==> src/rtl/plt_pkg.sv <==
`timescale 1ns / 1ps
`default_nettype none
// ----------------------------------------------------------------------------
// plt_pkg
// Shared types and constants of the palette light color transform.
// ----------------------------------------------------------------------------
package plt_pkg;

   localparam int ColorWidth  = 8;
   localparam int LaneWidth   = 16;
   localparam int PackedWidth = 48;
   localparam int FadeWidth   = 16;
   localparam int WordWidth   = 16;
   localparam int SlotWidth   = 2;
   localparam int CsrIdxWidth = 3;
   localparam int DivSteps    = 28;
   localparam int DivCntWidth = 5;

   localparam logic [CsrIdxWidth-1:0] CsrAmbientAdd   = 3'd0;
   localparam logic [CsrIdxWidth-1:0] CsrAmbientScale = 3'd1;
   localparam logic [CsrIdxWidth-1:0] CsrLightColor   = 3'd2;
   localparam logic [CsrIdxWidth-1:0] CsrFadeAmount   = 3'd3;
   localparam logic [CsrIdxWidth-1:0] CsrGrayEnable   = 3'd4;

   localparam logic [FadeWidth-1:0] FadeReset = 16'd4096;

   typedef struct packed {
      logic [ColorWidth-1:0] red;
      logic [ColorWidth-1:0] green;
      logic [ColorWidth-1:0] blue;
      logic                  gray;
   } item_type;

   // Signed Q4.12 lane of a packed triple: 0 red, 1 green, 2 blue.
   function automatic logic signed [LaneWidth-1:0] lane(
      input logic [PackedWidth-1:0] packed_val,
      input logic [1:0]             ch
   );
      logic signed [LaneWidth-1:0] res;
      case (ch)
         2'd0:    res = $signed(packed_val[47:32]);
         2'd1:    res = $signed(packed_val[31:16]);
         default: res = $signed(packed_val[15:0]);
      endcase
      return res;
   endfunction

endpackage
`default_nettype wire

==> src/rtl/plt_back.sv <==
`timescale 1ns / 1ps
`default_nettype none
// ----------------------------------------------------------------------------
// plt_back
// Runs the three channels of an item through a shared multiply pipeline,
// packs the ambient and lit words and sends four results per item.
// ----------------------------------------------------------------------------
module plt_back (
   input  wire logic                                  clock,
   input  wire logic                                  reset,
   input  wire logic                                  item_valid,
   input  wire plt_pkg::item_type                     item,
   output logic                                       item_pop,
   input  wire logic [plt_pkg::PackedWidth-1:0]       ambient_add,
   input  wire logic [plt_pkg::PackedWidth-1:0]       ambient_scale,
   input  wire logic [plt_pkg::PackedWidth-1:0]       light_color,
   input  wire logic [plt_pkg::FadeWidth-1:0]         fade,
   input  wire logic signed [plt_pkg::LaneWidth-1:0]  lit_scale,
   output logic                                       rsp_empty,
   input  wire logic                                  rsp_pop,
   output logic [plt_pkg::WordWidth-1:0]              rsp_pixel_word,
   output logic [plt_pkg::SlotWidth-1:0]              rsp_slot,
   output logic                                       rsp_is_last
);

   localparam int PairDepth = 4;
   localparam logic signed [57:0] TopAmb = 58'sd255 <<< 36;
   localparam logic signed [40:0] TopLit = 41'sd255 <<< 24;

   // issue
   logic [1:0] ch_ff, ch_in;
   logic [2:0] credit_ff, credit_in;
   logic       issue, start_item, release_pair;

   // stage 1
   logic              s1_valid_ff;
   logic [1:0]        s1_ch_ff;
   logic              s1_gray_ff;
   logic signed [24:0] s1_sum_a_ff, s1_sum_a_in;
   logic signed [24:0] s1_sum_l_ff, s1_sum_l_in;
   logic signed [32:0] s1_ascale_ff, s1_ascale_in;

   // stage 2
   logic              s2_valid_ff;
   logic [1:0]        s2_ch_ff;
   logic              s2_gray_ff;
   logic signed [57:0] s2_n_a_ff, s2_n_a_in;
   logic signed [40:0] s2_n_l_ff, s2_n_l_in;

   // stage 3
   logic [7:0] chan_a_ff [3];
   logic [7:0] chan_l_ff [3];
   logic [7:0] sat_a, sat_l;
   logic       done_ff, done_gray_ff;

   // result pairs
   logic [plt_pkg::WordWidth-1:0] pair_w0_ff [PairDepth];
   logic [plt_pkg::WordWidth-1:0] pair_w1_ff [PairDepth];
   logic [1:0] wr_ptr_ff, rd_ptr_ff;
   logic [2:0] count_ff, count_in;
   logic [plt_pkg::SlotWidth-1:0] slot_ff, slot_in;
   logic [plt_pkg::WordWidth-1:0] word_a, word_l;
   logic       out_pop;

   logic [7:0]         color;
   logic signed [24:0] add_a, add_l;
   logic signed [15:0] amb_scale;

   function automatic logic [plt_pkg::WordWidth-1:0] pack_word(
      input logic [7:0] r,
      input logic [7:0] g,
      input logic [7:0] b,
      input logic       gray
   );
      logic [15:0] y;
      logic [7:0]  rr, gg, bb;
      y  = 16'(16'd54 * r) + 16'(16'd182 * g) + 16'(16'd18 * b);
      rr = gray ? y[15:8] : r;
      gg = gray ? y[15:8] : g;
      bb = gray ? y[15:8] : b;
      return {rr[7:3], gg[7:3], bb[7:3], 1'b1};
   endfunction

   assign issue        = item_valid && (ch_ff != 2'd0 || credit_ff < 3'(PairDepth));
   assign start_item   = issue && ch_ff == 2'd0;
   assign item_pop     = issue && ch_ff == 2'd2;
   assign out_pop      = rsp_pop && !rsp_empty;
   assign release_pair = out_pop && slot_ff == 2'd3;

   always_comb begin
      case (ch_ff)
         2'd0:    color = item.red;
         2'd1:    color = item.green;
         default: color = item.blue;
      endcase
      add_a     = 25'(plt_pkg::lane(ambient_add, ch_ff));
      add_l     = 25'(plt_pkg::lane(light_color, ch_ff));
      amb_scale = plt_pkg::lane(ambient_scale, ch_ff);
      s1_sum_a_in  = $signed({5'd0, color, 12'd0}) + (add_a <<< 8) - add_a;
      s1_sum_l_in  = $signed({5'd0, color, 12'd0}) + (add_l <<< 8) - add_l;
      s1_ascale_in = 33'(amb_scale) * 33'($signed({1'b0, fade}));
      s2_n_a_in    = 58'(s1_sum_a_ff) * 58'(s1_ascale_ff);
      s2_n_l_in    = 41'(s1_sum_l_ff) * 41'(lit_scale);

      if (s2_n_a_ff > TopAmb) begin
         sat_a = 8'd255;
      end else if (s2_n_a_ff[57]) begin
         sat_a = 8'd0;
      end else begin
         sat_a = s2_n_a_ff[43:36];
      end
      if (s2_n_l_ff > TopLit) begin
         sat_l = 8'd255;
      end else if (s2_n_l_ff[40]) begin
         sat_l = 8'd0;
      end else begin
         sat_l = s2_n_l_ff[31:24];
      end

      word_a = pack_word(chan_a_ff[0], chan_a_ff[1], chan_a_ff[2], done_gray_ff);
      word_l = pack_word(chan_l_ff[0], chan_l_ff[1], chan_l_ff[2], done_gray_ff);

      ch_in     = issue ? ((ch_ff == 2'd2) ? 2'd0 : ch_ff + 2'd1) : ch_ff;
      credit_in = credit_ff + 3'(start_item) - 3'(release_pair);
      count_in  = count_ff + 3'(done_ff) - 3'(release_pair);
      slot_in   = out_pop ? slot_ff + 2'd1 : slot_ff;
   end

   always_ff @(posedge clock) begin
      if (reset) begin
         ch_ff       <= '0;
         credit_ff   <= '0;
         s1_valid_ff <= 1'b0;
         s2_valid_ff <= 1'b0;
         done_ff     <= 1'b0;
         wr_ptr_ff   <= '0;
         rd_ptr_ff   <= '0;
         count_ff    <= '0;
         slot_ff     <= '0;
      end else begin
         ch_ff       <= ch_in;
         credit_ff   <= credit_in;
         s1_valid_ff <= issue;
         s2_valid_ff <= s1_valid_ff;
         done_ff     <= s2_valid_ff && s2_ch_ff == 2'd2;
         wr_ptr_ff   <= done_ff ? wr_ptr_ff + 2'd1 : wr_ptr_ff;
         rd_ptr_ff   <= release_pair ? rd_ptr_ff + 2'd1 : rd_ptr_ff;
         count_ff    <= count_in;
         slot_ff     <= slot_in;
      end
      s1_ch_ff     <= ch_ff;
      s1_gray_ff   <= item.gray;
      s1_sum_a_ff  <= s1_sum_a_in;
      s1_sum_l_ff  <= s1_sum_l_in;
      s1_ascale_ff <= s1_ascale_in;
      s2_ch_ff     <= s1_ch_ff;
      s2_gray_ff   <= s1_gray_ff;
      s2_n_a_ff    <= s2_n_a_in;
      s2_n_l_ff    <= s2_n_l_in;
      done_gray_ff <= s2_gray_ff;
      if (s2_valid_ff) begin
         chan_a_ff[s2_ch_ff] <= sat_a;
         chan_l_ff[s2_ch_ff] <= sat_l;
      end
      if (done_ff) begin
         pair_w0_ff[wr_ptr_ff] <= word_a;
         pair_w1_ff[wr_ptr_ff] <= word_l;
      end
   end

   assign rsp_empty      = count_ff == 3'd0;
   assign rsp_pixel_word = (slot_ff == 2'd0) ? pair_w0_ff[rd_ptr_ff] : pair_w1_ff[rd_ptr_ff];
   assign rsp_slot       = slot_ff;
   assign rsp_is_last    = slot_ff == 2'd3;

endmodule
`default_nettype wire

==> config.mk <==
export PLATFORM = sky130hd
export DESIGN_NAME = plt_back
export DESIGN_NICKNAME = d
export VERILOG_FILES = /design/src/rtl/plt_pkg.sv /design/src/rtl/plt_back.sv
export SDC_FILE = /design/constraint.sdc
export NUM_CORES = 2
export LEC_CHECK = 0
export ABC_AREA = 1
export BUFFER_PORTS_ARGS = -buffer_cell sky130_fd_sc_hd__buf_2
export CORE_UTILIZATION = 50
export DETAILED_ROUTE_END_ITERATION = 7
export GPL_ROUTABILITY_DRIVEN = 0
export HOLD_SLACK_MARGIN = 0.03
export MAX_ROUTING_LAYER = met4
export PLACE_DENSITY = 0.66
export SYNTH_ARGS = -nofsm -noshare
export SYNTH_HDL_FRONTEND = slang
export SYNTH_SLANG_ARGS = --single-unit
==> constraint.sdc <==
create_clock -name clock -period 9.7 [get_ports clock]
set_input_delay 0.97 -clock clock [delete_from_list [all_inputs] [get_ports clock]]
set_output_delay 0.97 -clock clock [all_outputs]
set_load 0.02 [all_outputs]
## Word-level counts from Yosys, hierarchy flattened

Memory sizes are Yosys's and may differ from the RTL's. A register that Yosys moved wholly into a read port is not among the register bits.
Index checks and enable logic that the tools add are counted.

- Equal/unequal tests: 4
- $lt $le $gt $ge: 3
- Mux-type cells: 24
- Reductions and logical operators: 12
- Multipliers: 9
- Add/sub/neg operators: 16

Operators with widths:

| kind | number |
|---|---|
| 16-bit one-hot mux with 2 select lines | 3 |
| 8-bit two-way mux | 10 |
| 58-bit by 45-bit > comparator with 1-bit output (second input constant) | 1 |
| 25-bit by 33-bit multiplier with 58-bit output | 1 |
| 21-bit by 24-bit adder with 25-bit output | 2 |
| 25-bit by 16-bit subtractor with 25-bit output | 2 |
| 41-bit by 33-bit > comparator with 1-bit output (second input constant) | 1 |
| 25-bit by 16-bit multiplier with 41-bit output | 1 |
| 16-bit by 17-bit multiplier with 33-bit output | 1 |
| 14-bit by 16-bit adder with 16-bit output | 2 |
| 16-bit by 13-bit adder with 16-bit output | 2 |
| 7-bit by 8-bit multiplier with 15-bit output (first input constant) | 2 |
| 5-bit by 8-bit multiplier with 13-bit output (first input constant) | 2 |
| 4-bit by 8-bit multiplier with 12-bit output (first input constant) | 2 |
| 16-bit two-way mux | 1 |
| 8-bit one-hot mux with 2 select lines | 1 |
| 2-bit two-way mux | 5 |
| 2-bit by 1-bit adder with 2-bit output (second input constant) | 4 |
| 3-bit by 1-bit adder with 3-bit output | 2 |
| 2-bit equality test (second input constant) | 3 |
| 1-bit logical AND | 6 |
| 3-bit by 1-bit subtractor with 3-bit output | 2 |
| 2-bit logical NOT | 2 |
| 1-bit two-way mux | 4 |
| other kinds (6) | 6 |

- Bits of input ports: 205
- Memories: 4
- Word-level logic and storage cells: 91
- Bits in writable memories: 168
- Register bits after elaboration: 206
- Output and inout bits: 21

Memory list:

| memory | depth | bits a word | rd ports | clocked after memory_dff | write ports | line | RTL |
|---|---|---|---|---|---|---|---|
| pair_w0_ff | 4 | 15 | 1 | 1 | 1 | plt_back.sv:57 | `logic [plt_pkg::WordWidth-1:0] pair_w0_ff [PairDepth];` |
| pair_w1_ff | 4 | 15 | 1 | 1 | 1 | plt_back.sv:58 | `logic [plt_pkg::WordWidth-1:0] pair_w1_ff [PairDepth];` |
| chan_a_ff | 3 | 8 | 3 | 0 | 1 | plt_back.sv:51 | `logic [7:0] chan_a_ff [3];` |
| chan_l_ff | 3 | 8 | 3 | 0 | 1 | plt_back.sv:52 | `logic [7:0] chan_l_ff [3];` |

## Logic depth before layout (Yosys ltp)

- Depth after elaboration: 6
- Gate-level depth with buffers: 32

## Worst setup path after synthesis

Ideal clock, no wire load.

- Path type: register to register
- From: register s1_ascale_ff[32]
- To: register s2_n_a_ff[53]
- Setup slack: 3.309 ns
- Data required time: 9.587 ns
- Stages on the path, launching flop included: 26
- Buffers on the path: 2
- Arrival: 6.279 ns
- Path through: dfxtp_1 > clkbuf_1 > clkbuf_1 > nand2_1 > inv_1 > fa_1 > fa_1 > inv_1 > fa_1 > inv_1 > fa_1 > inv_1 > fa_1 > inv_1 > fa_1 > fa_1 > ha_1 > nand2_1 > inv_1 > nand2_1 > nor3_1 > nand2_1 > nor2_1 > nand2_1 > nand4_1 > nand2_1

- Longest elaborated chain between the ends: 1

Ends and longest elaborated chain:

| element | line | RTL |
|---|---|---|
| start, declared | plt_back.sv:41 | `logic signed [32:0] s1_ascale_ff, s1_ascale_in;` |
| start signal, assigned | plt_back.sv:155 | `s1_ascale_ff <= s1_ascale_in;` |
| 25-bit by 33-bit multiplier with 58-bit output | plt_back.sv:102 | `s2_n_a_in = 58'(s1_sum_a_ff) * 58'(s1_ascale_ff);` |
| net s2_n_a_in[53] | plt_back.sv:47 | `logic signed [57:0] s2_n_a_ff, s2_n_a_in;` |
| end signal, assigned | plt_back.sv:158 | `s2_n_a_ff <= s2_n_a_in;` |
| end, declared | plt_back.sv:47 |  |

The timed path passes the listed nets, and every way through them passes these cells.
A chain may end at the register's enable or synchronous reset.

## Worst setup path in the final report

- From: register s1_ascale_ff[32]
- To: register s2_n_a_ff[51]

Same word-level chain as after synthesis.

==> flow_summary.json <==
{
  "status": "completed",
  "ys_seq_area_share_pct": 11.77,
  "clock.fmax_ghz": 0.1318,
  "finalSetupTns_ns": 0,
  "relSlewSlack_pct": 5.235,
  "grt_max_degree": 62,
  "synth.top_cell.area_share_pct": 38.75,
  "n_fill_cell": 14600,
  "io_buffers": 224,
  "dp_hpwl_um": 173800,
  "ys_ff_latch": 376,
  "cp_num_buf_inv": 3,
  "ios": 226,
  "synthMuxAreaShare_pct": 0,
  "wl_per_cell_um": 17.43,
  "areaGrowthSynthToFinish_pct": 5.666,
  "grt.total_usage_pct": 28.20,
  "fin_area_um2": 82650,
  "first_iter_violations": 4480,
  "clock_skew_ns": 0.02890,
  "drive_gt1_share_pct": 4.909,
  "fin_nets": 12350,
  "synth_cells": 10030,
  "worstPathMaxFanout": 25,
  "crit_family": "adder cells",
  "synth_top_family_by_area": "adder cells",
  "min_period_ns": 7.587,
  "cp_cell_sequence": "nand2_1 > inv_1 > fa_1 > fa_1 > inv_1 > fa_1 > inv_1 > fa_1 > fa_1 > fa_1 > fa_1 > ha_1 > nand2_1 > nor2_1 > nand2_1 > nor2_1 > nand3_1 > nand4_1 > nand2_1",
  "die_width_um": 397.5,
  "avgSynthCellArea_um2": 7.798,
  "synth_common_cells": "inv_1 (2,784), nand2_1 (2,603), fa_1 (1,514), nor2_1 (648), ha_1 (607)",
  "grt_setup_unrepaired": "no",
  "crit_top_cell": "fa_1",
  "viasPerCell": 5.136,
  "dr.pass1.iters": 6,
  "synth_area_leaders": "fa_1 (39%), inv_1 (13%), nand2_1 (12%)",
  "grt_pass1_vias": 65760,
  "post_cts_buffers": 0,
  "endpoint_kind": "flop",
  "cts_buffer_depth": 3,
  "dpl-instance-area_um2": 81090,
  "yosys.area_share.adder_pct": 48.46,
  "setup_viol": 0,
  "yosysTopAreaCell": "fa_1",
  "fp.coreArea_um2": 154800,
  "critical_path.startpoint_type": "flop",
  "syn_area_um2": 78220,
  "drc": 0,
  "drv_cap": 0,
  "async_reset_ff_share_pct": 0,
  "worstPathArrival_ns": 8.08,
  "hold_viol": 0,
  "slowest_stage": "dfxtp_1",
  "synth_most_common_cell": "inv_1",
  "num_rows": 144,
  "htreeDepth": 2,
  "cts_tree": "built",
  "ys.warnings.count": 0,
  "wl_um": 211100,
  "die_h_um": 397.5,
  "grt_pass1_wl_um": 343300,
  "synth_xor_xnor_area_share_pct": 1.624,
  "maxSlewViolCount": 0,
  "worst_slew_pin_slew_ns": 1.421,
  "ant_nets": 0,
  "cts_root_buf": "clkbuf_16",
  "final_cells": 12110,
  "cp.required_ns": 10.20,
  "start_util_pct": 50.54,
  "post_cts_resized": 0,
  "cpPeakStageDelay_ns": 1.05,
  "syn-num-nets": 12360,
  "clk_pin_slew_ns": 0.06,
  "path_class": "reg2reg",
  "die_area_um2": 158000,
  "vias": 62200,
  "min_period_over_period_pct": 78.22,
  "yosys.area_share.simple_pct": 19.21,
  "synth-edff-count": 168,
  "min_path_type": "reg2reg",
  "insertion_delay_ns": 0.64,
  "synth_cell_type_count": 57,
  "synth_compound_area_share_pct": 3.769,
  "antenna_found_initial": 2,
  "synth-main-ff-cell": "dfxtp_1",
  "cts_sinks": 376,
  "overflow": 0,
  "placedCellCount": 12020,
  "cts_buffers": 45,
  "cts.hold.buffers_added": 0
}
## metal layers
layer	global-route usage, %	up-vias	share of wire, %
li1	-	28940	-
met1	35.51	30260	41
met2	45.89	2472	47
met3	4.001	540	7.3
met4	11.10	0	4.6
met5	-	-	0
## metrics by stage
stage	hold WS, ns	setup slack (ns)	utilization (%)
6_report	0.3315	2.113	53.40
5_1_grt	0.3392	1.690	53.40
4_1_cts	0.3325	2.150	53.40
3_5_place_dp	0.3161	2.187	52.40
3_3_place_gp	0.3142	2.274	52.40
2_1_floorplan	0.3096	3.309	-
## kinds of logic after synthesis
kind of cell               Yosys count
AOI/OAI and AO/OA                  513
xor gates and xnor gates           145
adders and majority gates         2121
buffers and inverters             3148
DFF                                376
other                                1
and+or+nand+nor                   3727
## worst paths after layout
check	from	to	slack [ns]	cells after the start
max	s1_ascale_ff[32]$_DFF_P_	s2_n_a_ff[51]$_DFF_P_	2.11	19
min	s1_gray_ff$_DFF_P_	s2_gray_ff$_DFF_P_	0.33	0
max reg2reg	s1_ascale_ff[32]$_DFF_P_	s2_n_a_ff[51]$_DFF_P_	2.11	19
min reg2reg	s1_gray_ff$_DFF_P_	s2_gray_ff$_DFF_P_	0.33	0
## sequential cells by signal, summed over array words and instances (netlist names), 2 cells and up, named ones only
| signal | flops |
|---|---|
| rsp_slot | 2 |
| chan_a_ff | 24 |
| s2_ch_ff | 2 |
| rd_ptr_ff | 2 |
| s1_ch_ff | 2 |
| pair_w1_ff | 60 |
| s2_n_a_ff | 58 |
| s1_ascale_ff | 33 |
| s1_sum_a_ff | 25 |
| count_ff | 3 |
| s1_sum_l_ff | 25 |
| ch_ff | 2 |
| wr_ptr_ff | 2 |
| s2_n_l_ff | 41 |
| pair_w0_ff | 60 |
| credit_ff | 3 |
| chan_l_ff | 24 |
## placed cells by master (no fill, tap or decap), types with 12 or more instances in the layout
cell type / n
inv_1: 2784
nand2_1: 2603
fa_1: 1514
nor2_1: 648
ha_1: 607
buf_2: 224
nand3_1: 219
dfxtp_1: 206
a21oi_1: 203
edfxtp_1: 168
o21ai_0: 148
xor2_1: 112
buf_4: 68
or2_2: 66
nand4_1: 64
clkbuf_16: 46
nor3_1: 33
xnor2_1: 33
o21a_1: 31
o22ai_1: 27
o21bai_1: 24
a31oi_1: 20
o22a_1: 19
a21o_1: 17
nor4_1: 17
nand3_2: 14
nand3b_1: 13
inv_2: 12
## final cells by class
| type | count | area, um2 | area share (%) |
|---|---|---|---|
| antenna | 2 | 5.005 | 0.006055 |
| inverter | 2805 | 10530 | 12.74 |
| clock inverter | 22 | 270.3 | 0.3270 |
| multi-input combinational | 6507 | 57160 | 69.16 |
| clock buffer | 62 | 1281 | 1.550 |
| sequential | 376 | 9211 | 11.14 |
| tap | 2044 | 2557 | 3.094 |
| timing repair buffer | 292 | 1632 | 1.974 |
## worst reg2reg max path, cell delays in order (launching register included)
cell and delay [ns]:
dfxtp_1 1.05, nand2_1 0.25, inv_1 0.18, fa_1 0.56
fa_1 0.70, inv_1 0.22, fa_1 0.57, inv_1 0.40
fa_1 0.53, fa_1 0.56, fa_1 0.43, fa_1 0.45
ha_1 0.43, nand2_1 0.15, nor2_1 0.21, nand2_1 0.17
nor2_1 0.17, nand3_1 0.19, nand4_1 0.14, nand2_1 0.07
Power is not shown: default switching activity piles up to over one toggle a cycle in this logic, so the estimate is an artifact.
