### config.mk
export PLATFORM = sky130hd
export DESIGN_NAME = plt_front
export DESIGN_NICKNAME = d
export VERILOG_FILES = /design/src/rtl/plt_pkg.sv /design/src/rtl/plt_front.sv
export SDC_FILE = /design/constraint.sdc
export NUM_CORES = 1
export LEC_CHECK = 0
export BUFFER_PORTS_ARGS = -buffer_cell sky130_fd_sc_hd__buf_2
export CAP_MARGIN = 20
export CORE_MARGIN = 8
export CORE_UTILIZATION = 30
export DETAILED_ROUTE_END_ITERATION = 10
export HOLD_SLACK_MARGIN = 0.08
export PLACE_DENSITY = 0.58
export SETUP_SLACK_MARGIN = 0.1
export SYNTH_ARGS = -nofsm -noshare
export SYNTH_HDL_FRONTEND = slang
export SYNTH_SLANG_ARGS = --single-unit
### constraint.sdc
create_clock -name clock -period 7.1 [get_ports clock]
set_clock_uncertainty 0.05 [all_clocks]
set_input_delay 0.355 -clock clock [delete_from_list [all_inputs] [get_ports clock]]
set_output_delay 0.355 -clock clock [all_outputs]
set_load 0.005 [all_outputs]
### src/rtl/plt_pkg.sv
`timescale 1ns / 1ps
`default_nettype none
// ----------------------------------------------------------------------------
// plt_pkg
// Shared types and constants of the palette light color transform.
// ----------------------------------------------------------------------------
package plt_pkg;

   localparam int ColorWidth  = 8;
   localparam int LaneWidth   = 16;
   localparam int PackedWidth = 48;
   localparam int FadeWidth   = 16;
   localparam int WordWidth   = 16;
   localparam int SlotWidth   = 2;
   localparam int CsrIdxWidth = 3;
   localparam int DivSteps    = 28;
   localparam int DivCntWidth = 5;

   localparam logic [CsrIdxWidth-1:0] CsrAmbientAdd   = 3'd0;
   localparam logic [CsrIdxWidth-1:0] CsrAmbientScale = 3'd1;
   localparam logic [CsrIdxWidth-1:0] CsrLightColor   = 3'd2;
   localparam logic [CsrIdxWidth-1:0] CsrFadeAmount   = 3'd3;
   localparam logic [CsrIdxWidth-1:0] CsrGrayEnable   = 3'd4;

   localparam logic [FadeWidth-1:0] FadeReset = 16'd4096;

   typedef struct packed {
      logic [ColorWidth-1:0] red;
      logic [ColorWidth-1:0] green;
      logic [ColorWidth-1:0] blue;
      logic                  gray;
   } item_type;

   // Signed Q4.12 lane of a packed triple: 0 red, 1 green, 2 blue.
   function automatic logic signed [LaneWidth-1:0] lane(
      input logic [PackedWidth-1:0] packed_val,
      input logic [1:0]             ch
   );
      logic signed [LaneWidth-1:0] res;
      case (ch)
         2'd0:    res = $signed(packed_val[47:32]);
         2'd1:    res = $signed(packed_val[31:16]);
         default: res = $signed(packed_val[15:0]);
      endcase
      return res;
   endfunction

endpackage
`default_nettype wire

### src/rtl/plt_front.sv
`timescale 1ns / 1ps
`default_nettype none
// ----------------------------------------------------------------------------
// plt_front
// Accepts input items, flags those to be turned gray and holds them in a
// two-entry queue for the back end.
// ----------------------------------------------------------------------------
module plt_front (
   input  wire logic                            clock,
   input  wire logic                            reset,
   input  wire logic                            req_push,
   output logic                                 req_full,
   input  wire logic [plt_pkg::ColorWidth-1:0]  req_red_in,
   input  wire logic [plt_pkg::ColorWidth-1:0]  req_green_in,
   input  wire logic [plt_pkg::ColorWidth-1:0]  req_blue_in,
   input  wire logic [plt_pkg::ColorWidth-1:0]  req_palette_index,
   input  wire logic                            gray_enable,
   input  wire logic                            hold,
   output logic                                 item_valid,
   output plt_pkg::item_type                    item,
   input  wire logic                            item_pop
);

   // index mod 12 through a reciprocal multiply, exact for 8-bit indexes
   localparam logic [7:0]  ModBase   = 8'd12;
   localparam logic [15:0] ModRecip  = 16'd171;
   localparam int          ModShift  = 11;
   localparam logic [7:0]  KeepIndex = 8'd4;

   plt_pkg::item_type queue_ff [2];
   logic       wr_ptr_ff, wr_ptr_in;
   logic       rd_ptr_ff, rd_ptr_in;
   logic [1:0] count_ff, count_in;

   logic        accept;
   logic        do_pop;
   logic [15:0] recip_prod;
   logic [4:0]  quot;
   logic [7:0]  remainder;
   plt_pkg::item_type new_item;

   always_comb begin
      recip_prod = {8'd0, req_palette_index} * ModRecip;
      quot       = recip_prod[15:ModShift];
      remainder  = req_palette_index - 8'({3'd0, quot} * ModBase);
      new_item.red   = req_red_in;
      new_item.green = req_green_in;
      new_item.blue  = req_blue_in;
      new_item.gray  = gray_enable && remainder != KeepIndex;
   end

   assign req_full   = count_ff == 2'd2 || hold;
   assign accept     = req_push && !req_full;
   assign item_valid = count_ff != 2'd0;
   assign do_pop     = item_pop && item_valid;
   assign item       = queue_ff[rd_ptr_ff];

   always_comb begin
      wr_ptr_in = accept ? !wr_ptr_ff : wr_ptr_ff;
      rd_ptr_in = do_pop ? !rd_ptr_ff : rd_ptr_ff;
      count_in  = count_ff + 2'(accept) - 2'(do_pop);
   end

   always_ff @(posedge clock) begin
      if (reset) begin
         wr_ptr_ff <= 1'b0;
         rd_ptr_ff <= 1'b0;
         count_ff  <= '0;
      end else begin
         wr_ptr_ff <= wr_ptr_in;
         rd_ptr_ff <= rd_ptr_in;
         count_ff  <= count_in;
      end
      if (accept) begin
         queue_ff[wr_ptr_ff] <= new_item;
      end
   end

endmodule
`default_nettype wire

# == Yosys cells after proc, flatten, opt, wreduce, memory -nomap -nowiden ==
# Memories as Yosys holds them, arrays and structs flattened. A register that Yosys moved wholly into a read port is not among the register bits.
# Index checks and enable logic that the tools add are counted.
# classes
n_addsub,3
multipliers,2
n_eq_ne,2
muxes,4
reduce_logical,8
# op_table
op,count
$mul 8x8->16 const B,1
$ne 8x3->1 const B,1
$sub 8x8->8,1
$mul 5x2->6 const B,1
$mux 1,4
$logic_and 1x1->1,3
$logic_not 1->1,3
$add 2x1->2,1
$eq 2x2->1 const B,1
$reduce_bool 2->1,1
$sub 2x1->2,1
$logic_or 1x1->1,1
# totals
register_bits,4
ram_bits,50
inputBits,38
out_inout_bits,27
mem_count,1
# memory_table
memory,words,word_bits,read_ports,rd_ports_with_merged_regs,write_ports,line_no,text
queue_ff,2,25,1,1,1,plt_front.sv:30,plt_pkg::item_type queue_ff [2];

# == Depth between registers and ports, before layout ==
# Gate-level depths: netlist of the first run.
# logic_depth
depth_word,6
depth_mapped,24

# == Worst setup path after synthesis of the first run ==
# OpenSTA, ideal clock, no wires.
# synth_path
path_type,in2reg
startpoint,input port req_palette_index[1] (netlist name)
endpoint,"memory queue_ff[0][0] (netlist name), data pin"
arrival_time_ns,5.680
required_ns,6.791
path_slack_ns,1.111
path_stages,23
n_path_buf,0
cell_sequence,ha_1 > fa_1 > fa_1 > inv_1 > fa_1 > inv_1 > ha_1 > nand3_1 > a41o_1 > a311o_2 > o311ai_2 > ha_1 > nand2_1 > nand2_1 > a21oi_2 > a22oi_2 > xnor2_1 > ha_1 > o21ai_1 > mux2_1 > a311oi_1 > o2111ai_1 > o211a_1
# synth_rtl
item,line_no,text
from (decl),plt_front.sv:16,"input wire logic [plt_pkg::ColorWidth-1:0] req_palette_index,"
to (decl),plt_front.sv:30,

==> results.md, run 1 <==
- Status: completed
- Sink Count: 55
- Kind of critical path: input port to flip-flop
- Maxcap violations: 0
- Final nets: 455
- Fmax: 162 MHz
- Filler cells: 1145
- Hold buffer count at cts: 0
- CTS Buf Count: 5
- Final hold violation count: 0
- Cell accounting for the most synthesized area: edfxtp_1
- Post-route ant nets: 0
- Minimum clock period: 6170 ps
- Final Power: 1.45 mW
- Sw Ratio: 0.375
- Vias in the first global route: 2401
- Largest net degree at the start of global routing: 26
- Worst path cell trace: buf_2 -> ha_1 -> fa_1 -> fa_1 -> inv_1 -> fa_1 -> inv_1 -> ha_1 -> nand3_1 -> a41o_1 -> a311o_2 -> o311ai_2 -> ha_1 -> inv_1 -> nand2_1 -> a21oi_2 -> a22oi_2 -> xnor2_1 -> ha_1 -> o21ai_1 -> mux2_1 -> a311oi_1 -> nand2b_1 -> o211a_1
- GRT Util Overall: 0.0874
- Critical Path AT: a little over 6000 ps
- Final Max Tran Viols: 0
- Finished Cell Area: 4310 sq um
- Clk slew on worst S/H paths: roughly 80 ps
- Placed cell areas: between 4000 and 5000 sq um
- Worst IR Drop VDD: between 100 and 150 uV
- Syn Std Cell Area: 3640 sq um
- HP Class: input port to flip-flop
- Root Driver: clkbuf_16
- Ratio of cells with drive above 1 in the final layout: 0.320
- Net Sw Power: 542 uW
- Sequential power share: 0.275
- Worst path max stage delay: ~520 ps
- H-tree depth: 2
- Final period util: 0.869
- DR DRC count: 0
- I/O pin cnt: 65
- CP Data Required Time: ~7000 ps
- DPL Wire Length: between 5 and 6 mm
- Top post-synthesis cells by area: edfxtp_1 41%, ha_1 18%, mux2_2 7.7%
- Critical Path Sink Type: flip-flop
- Drt initial violations: 117
- RSZ-0062 raised after global routing: no
- Die Ht: about 130 microns
- Multi-input gate area: 1860 sq um
- Warnings, synthesis: 0
- CP top delay family: adder cells
- Power share of the combinational group: 0.553
- Die area: around 16000 sq um
- Cell Pwr Density: around 340 nW/um^2
- Drt total wl: approximately 7 mm
- First-pass GRT wire length: 11.5 mm
- Synth cell count leaders: 51 x ha_1, 50 x edfxtp_1, 43 x inv_1
- Setup TNS: 0 ps
- Most frequent CP cell: ha_1
- Setup Buffers After CTS: 0
- Initial Util: 0.305
- Clock Power Share: 0.172
- Post-synth top area share: 0.412
- Drt wl/cell: 13.8 microns
- Via count: 2308
- Synth Instances: 283
- Synth Flop Type: edfxtp_1
- Post-synthesis sequential area ratio: 0.439
- TritonRoute pass-1 iters: 4
- Die Wd: 126 microns
- Initial antenna violation count: 0
- Antenna Diode Count: 0
- # rows: 40
- Avg Cell Area, Syn: 12.9 sq um
- CTS Buffer Depth: 2
- Syn nets: slightly below 400
- Worst path bufs/invs: 4
- Synth cell types: 51
- Rel. slew slack: 0.603
- Leakage: between 1.5 and 2 nW
- Port Buf Inserts: 64
- Final setup viols: 0
- Area growth from synthesis to layout: 18.2%
- Core Region: 12000 sq um
- Synth Register Bits: 55
- Internal power: 904 uW
- Slowest CP cell: fa_1
- Global route overflow: 0
- Ys async rst share: 0
- Clock Latency Late Sink: approximately 290 ps
- Hold_ws: around 200 ps
- Register area: 1600 sq um
- Routability congestion estimate: 0.818
- CTS tree: done
- Drt via density: 4.62
- CTS resizes: 0
- Number of flops mapped to enable cells by yosys: 50
- Core Util, Final: 0.360
- Worst Tran Pin Value: 594 ps
- Top-count cell post-synth: ha_1
- Startpoint Class: input port
- Worst-path fanout max: 6
worst register-to-register path, delay by kind of cell, from the launching register on:
family / cells / cell delay, ps
adder cells (fa/ha/maj): 2 / 440
buffers and inverters: 1 / 40
AND/OR/NAND/NOR: 3 / 550
flip-flops: 1 / 330
XOR/XNOR: 1 / 170
cells in the final DEF (no fill, tap or decap), types with 3 or more instances in the layout:
cell type and n:
fa_1 14, buf_2 64, buf_4 3, inv_1 43, clkbuf_16 5, a21oi_1 6
nor2_1 9, xor2_1 3, nand2_1 4, nand2b_1 4, ha_1 51, dfxtp_1 5
mux2_2 25, nor4_1 3, nor2b_1 4, xnor2_1 9, nor3_1 3, edfxtp_1 50
flip-flops by register name, indices dropped and copies added, names as in the netlist, named ones only:
register,cells
wr_ptr_ff,1
count_ff,2
queue_ff,50
rd_ptr_ff,1
metrics by stage:
stage | std cells | worst slack, ps
floorplan | 283 | 1110
finish | 500 | 931
CTS | 500 | 910
detailed placement | 492 | 610
global placement | 492 | 687
global route | 500 | 468
final timing paths:
| check | start | to | slack (ps) | cells past startpoint |
|---|---|---|---|---|
| max | req_palette_index[3] | queue_ff[1][0] | 930 | 24 |
| min reg2reg | rd_ptr_ff | rd_ptr_ff | 480 | 2 |
| min | req_green_in[1] | queue_ff[0][10] | 200 | 1 |
| max reg2reg | count_ff[1] | count_ff[1] | 5410 | 7 |
logic make-up after synthesis:
family | after synthesis | synth area share
DFF | 55 | 0.439
and+or+nand+nor | 44 | 0.0693
buffers and inverters | 49 | 0.0505
adders and majority gates | 65 | 0.252
xor gates and xnor gates | 12 | 0.0288
AOI/OAI and AO/OA | 30 | 0.0738
muxes | 28 | 0.0862
per-layer routing:
| layer | global-route usage | up-vias | part of all wire |
|---|---|---|---|
| li1 | - | 1156 | - |
| met1 | 0.107 | 1109 | 0.48 |
| met2 | 0.157 | 41 | 0.48 |
| met3 | 0.0186 | 2 | 0.035 |
| met4 | 0.0127 | 0 | 0.00058 |
| met5 | 0 | - | 0 |
power by group through the flow:
stage          registers [mW]  logic, mW  clock network, mW
2_1_floorplan           0.403      0.628                  0
3_3_place_gp            0.404      0.801                  0
3_5_place_dp            0.405      0.811                  0
4_1_cts                 0.398      0.816              0.256
5_1_grt                 0.400      0.920              0.273
6_report                0.397      0.800              0.249
cell type report:
class                      instances  share of cell area
clock buffer                       5              0.0290
clock inverter                     3             0.00668
inverter                          44              0.0383
multi-input combinational        179               0.432
sequential                        55               0.372
tap                              147              0.0427
timing repair buffer              67              0.0796
Note: power is estimated with default switching activity, not from simulation.
==> run 2: changes to the inputs <==
--- a/config.mk
+++ b/config.mk
@@ -7,6 +7,7 @@
 export LEC_CHECK = 0
 export BUFFER_PORTS_ARGS = -buffer_cell sky130_fd_sc_hd__buf_2
 export CAP_MARGIN = 20
+export CORE_ASPECT_RATIO = 2
 export CORE_MARGIN = 8
 export CORE_UTILIZATION = 30
 export DETAILED_ROUTE_END_ITERATION = 10
==> results.md, run 2 (synthesis gave the netlist of run 1 again) <==
- Final Max Tran Viols: 0
- Clock Latency Late Sink: 280 ps
- Die Ht: 172 microns
- Min-delay src: req_red_in[7]
- Top Registers: queue_ff x50, count_ff x2
- Status: completed
- Worst-path fanout max: 6
- Die area: 16100 sq um
- Setup Buffers After CTS: 0
- Hold buffer count at cts: 0
- Initial antenna violation count: 0
- Critical Path End: queue_ff[1][0]
- DPL Wire Length: roughly 5.5 mm
- Setup TNS: 0 ps
- Max FFs per register: 50
- Cell Pwr Density: 333 nW/um^2
- CTS Buf Count: 5
- Final critical-path setup slack: 893 ps
- Most common cell after layout, fill and taps aside: buf_2
- Drt initial violations: 53
- Antenna Diode Count: 0
- Fmax: 161 MHz
- Largest net degree at the start of global routing: 21
- TritonRoute pass-1 iters: 4
- # rows: 57
- Final nets: about 460
- Startpoint Class: input port
- Area growth from synthesis to layout: 17.8%
- Final setup viols: 0
- I/O pin cnt: 65
- GRT Util Overall: 0.0879
- Worst Tran Pin Value: between 500 and 600 ps
- Kind of critical path: input port to flip-flop
- Drt wl/cell: 13.6 microns
- Most frequent cells in the layout: 64 x buf_2, 51 x ha_1, 50 x edfxtp_1, 43 x inv_1, 25 x mux2_2
- Die Wd: 93.9 microns
- Worst IR Drop VDD: 173 uV
- Root Driver: clkbuf_16
- Global route overflow: 0
- First-pass GRT wire length: 11.5 mm
- Drt total wl: 6.82 mm
- Crit. Startpoint: req_palette_index[3]
- Dpl ws: 603 ps
- H-tree depth: 2
- CP Data Required Time: ~7000 ps
- Drt via density: 4.60
- Sink Count: 55
- Post-route ant nets: 0
- Hold path cells: 1
- Routability congestion estimate: 0.739
- Rel. slew slack: 0.606
- Final period util: 0.874
- Initial Util: 0.304
- Maxcap violations: 0
- RSZ-0062 raised after global routing: no
- Core Region: 12000 sq um
- R2R Setup Slk: 5160 ps
- Leakage: approximately 1.9 nW
- Ratio of cells with drive above 1 in the final layout: 0.314
- Clk slew on worst S/H paths: 70 ps
- Minimum clock period: 6210 ps
- Critical Path Sink Type: flip-flop
- Register-to-Register Path Depth: 5
- Final instance count without filler cells: 500
- Critical Path AT: ~6200 ps
- CTS tree: done
- Via count: around 2300
- RR Endpoint: queue_ff[0][4]
- Inst Count DP: approximately 490
- Final hold violation count: 0
- Reg with most FFs: queue_ff
- HP Class: input port to flip-flop
- CTS resizes: 0
- Port Buf Inserts: 64
- CTS Buffer Depth: 2
- DR DRC count: 0
- Vias in the first global route: 2456
- Origin of the critical flop-to-flop path: count_ff[0]
-- run 2: changes by cell type in the layout (fill, tap and decap cells not counted), sizes merged --
| cell | change |
|---|---|
| clkbuf | +2 |
| clkinv | -1 |
| inv | -1 |
-- run 2: how the worst min path moves through the flow --
stage                            endpoint  slack [ps]
final                     queue_ff[0][24]         210
after global routing      queue_ff[0][24]         190
after CTS                 queue_ff[0][22]         200
after detailed placement        rd_ptr_ff         460
after global placement          rd_ptr_ff         450
after floorplan               count_ff[0]         380
-- run 2: stage by stage --
| step | power [mW] | utilization | instance area (sq um) | hold WS [ps] |
|---|---|---|---|---|
| floorplan | 1.03 | - | 3640 | 377 |
| global placement | 1.22 | 0.347 | 4160 | 453 |
| detailed placement | 1.22 | 0.347 | 4160 | 464 |
| CTS | 1.46 | 0.358 | 4290 | 197 |
| global route | 1.58 | 0.358 | 4290 | 194 |
| finish | 1.43 | 0.358 | 4290 | 207 |
-- run 2: cell type report --
type	count	area (sq um)
clock buffers	7	133
clock inverters	1	5.00
fillers	1230	7690
inverters	44	165
multi-input cells	179	1860
flip-flops and latches	55	1600
well taps	147	184
repair buffers	67	343
-- run 2: critical path, stage by stage --
cell       delay, ps
buf_2            150
ha_1             310
fa_1             490
fa_1             510
inv_1             50
fa_1             530
inv_1             40
ha_1             290
nand3_1          110
a41o_1           280
a311o_2          380
o311ai_2         520
ha_1             360
inv_1            100
nand2_1          110
a21oi_2           40
a22oi_2          170
xnor2_1           80
ha_1             330
o21ai_1           80
mux2_1           280
a311oi_1         280
o2111ai_1        170
o211a_1          170
-- run 2: per-layer routing --
metal / vias to the layer above / GRT usage / wire length (microns)
met5: - / 0 / 0
met4: 0 / 0.0167 / 17
met3: 2 / 0.0222 / 393
met2: 52 / 0.147 / 3280
met1: 1088 / 0.111 / 3130
li1: 1157 / - / -
-- run 2: power breakdown --
part	internal (mW)	total, mW	switching, mW	leakage (nW)
Sequential	0.388	0.401	0.0129	0.499
Combinational	0.384	0.800	0.416	1.32
Clock	0.130	0.229	0.0986	0.0679
Total	0.902	1.43	0.528	1.89
==> run 3: changes to the inputs <==
--- a/config.mk
+++ b/config.mk
@@ -13,6 +13,7 @@
 export DETAILED_ROUTE_END_ITERATION = 10
 export HOLD_SLACK_MARGIN = 0.08
 export PLACE_DENSITY = 0.58
+export RECOVER_POWER = 25
 export SETUP_SLACK_MARGIN = 0.1
 export SYNTH_ARGS = -nofsm -noshare
 export SYNTH_HDL_FRONTEND = slang
==> results.md, run 3 (synthesis gave the netlist of run 1 again) <==
- Final hold violation count: 0
- Setup Buffers After CTS: 0
- Startpoint Class: input port
- Final setup viols: 0
- Cell Pwr Density: about 330 nW/um^2
- CTS Buf Count: 5
- Inst Count DP: 492
- Minimum clock period: 6210 ps
- DPL Wire Length: between 5 and 6 mm
- Final Max Tran Viols: 0
- Finished Cell Area: about 4300 sq um
- Top Registers: queue_ff x50, count_ff x2
- CTS Buffer Depth: 2
- Clk slew on worst S/H paths: about 70 ps
- Slowest CP cell: fa_1
- Drt total wl: ~6.8 mm
- Drt wl/cell: 13.6 microns
- Vias in the first global route: between 2000 and 2500
- Ratio of cells with drive above 1 in the final layout: 0.297
- Kind of critical path: input port to flip-flop
- Global route overflow: 0
- Initial antenna violation count: 0
- Hold buffer count at cts: 0
- Fmax: roughly 160 MHz
- Via count: about 2300
- Status: completed
- Die area: around 16000 sq um
- Placed cell areas: 4160 sq um
- Worst-path fanout max: 6
- First-pass GRT wire length: 11.5 mm
- Critical Path Sink Type: flip-flop
- H-tree depth: 2
- Final instance count without filler cells: 500
- RSZ-0062 raised after global routing: no
- Die Ht: 172 microns
- Hold_ws: 207 ps
- Final period util: 0.874
- Worst Tran Pin Value: 590 ps
- Initial Util: 0.304
- Post-route ant nets: 0
- Setup TNS: 0 ps
- Worst IR Drop VDD: between 150 and 200 uV
- Routability congestion estimate: 0.739
- Final nets: 455
- HP Class: input port to flip-flop
- Filler cells: approximately 1200
- Reg with most FFs: queue_ff
- DR DRC count: 0
- Leakage: between 1.5 and 2 nW
- Clock Latency Late Sink: roughly 280 ps
- Antenna Diode Count: 0
- Worst path max stage delay: 530 ps
- Largest net degree at the start of global routing: 21
- Root Driver: clkbuf_16
- Most common cell after layout, fill and taps aside: buf_2
- CP Data Required Time: 7080 ps
- TritonRoute pass-1 iters: 4
- CTS tree: done
- Port Buf Inserts: 64
- Rel. slew slack: 0.606
- Drt via density: 4.60
- Drt initial violations: 53
- Core Region: approximately 12000 sq um
- GRT Util Overall: 0.0879
- Die Wd: 93.9 microns
- Most frequent CP cell: ha_1
- Critical Path AT: 6190 ps
- Maxcap violations: 0
- Most frequent cells in the layout: 58 x buf_2, 51 x ha_1, 50 x edfxtp_1, 43 x inv_1, 25 x mux2_2
- Max FFs per register: 50
- # rows: 57
- Sink Count: 55
- Worst path bufs/invs: 4
- Area growth from synthesis to layout: 17.6%
- CTS resizes: 0
- I/O pin cnt: 65
- CP top delay family: adder cells
- Worst path cell trace: buf_2 -> ha_1 -> fa_1 -> fa_1 -> inv_1 -> fa_1 -> inv_1 -> ha_1 -> nand3_1 -> a41o_1 -> a311o_2 -> o311ai_2 -> ha_1 -> inv_1 -> nand2_1 -> a21oi_2 -> a22oi_2 -> xnor2_1 -> ha_1 -> o21ai_1 -> mux2_1 -> a311oi_1 -> o2111ai_1 -> o211a_1
-- run 3: power breakdown --
group          switching, mW  internal, mW  leakage [nW]
registers             0.0129         0.388         0.499
logic                  0.416         0.384          1.30
clock network         0.0985         0.130        0.0679
-- run 3: routing by layer --
layer / global-route usage / vias to the layer above / share of wire
met5: 0 / - / 0
met4: 0.0167 / 0 / 0.0025
met3: 0.0222 / 2 / 0.057
met2: 0.147 / 52 / 0.48
met1: 0.111 / 1088 / 0.46
li1: - / 1157 / -
-- run 3: worst paths after layout --
check,start,to,slack (ps),depth (start not counted)
min,req_red_in[7],queue_ff[0][24],210,1
min reg2reg,rd_ptr_ff,rd_ptr_ff,470,2
max,req_palette_index[3],queue_ff[1][0],890,24
max reg2reg,count_ff[0],queue_ff[0][4],5160,5
-- run 3: layout make-up --
| cell class | instances | area [sq um] | area share |
|---|---|---|---|
| tap | 147 | 184 | 0.0429 |
| clock inverter | 1 | 5.00 | 0.00117 |
| clock buffer | 7 | 133 | 0.0309 |
| inverter | 44 | 165 | 0.0385 |
| timing repair buffer | 67 | 335 | 0.0782 |
| sequential | 55 | 1600 | 0.374 |
| multi-input combinational | 179 | 1860 | 0.434 |
-- run 3: per-stage QoR --
step | util | total power, mW | setup WS (ps)
4_1_cts | 0.358 | 1.46 | 863
5_1_grt | 0.358 | 1.58 | 453
6_report | 0.358 | 1.43 | 893
3_5_place_dp | 0.347 | 1.22 | 603
2_1_floorplan | - | 1.03 | 1110
3_3_place_gp | 0.347 | 1.22 | 660
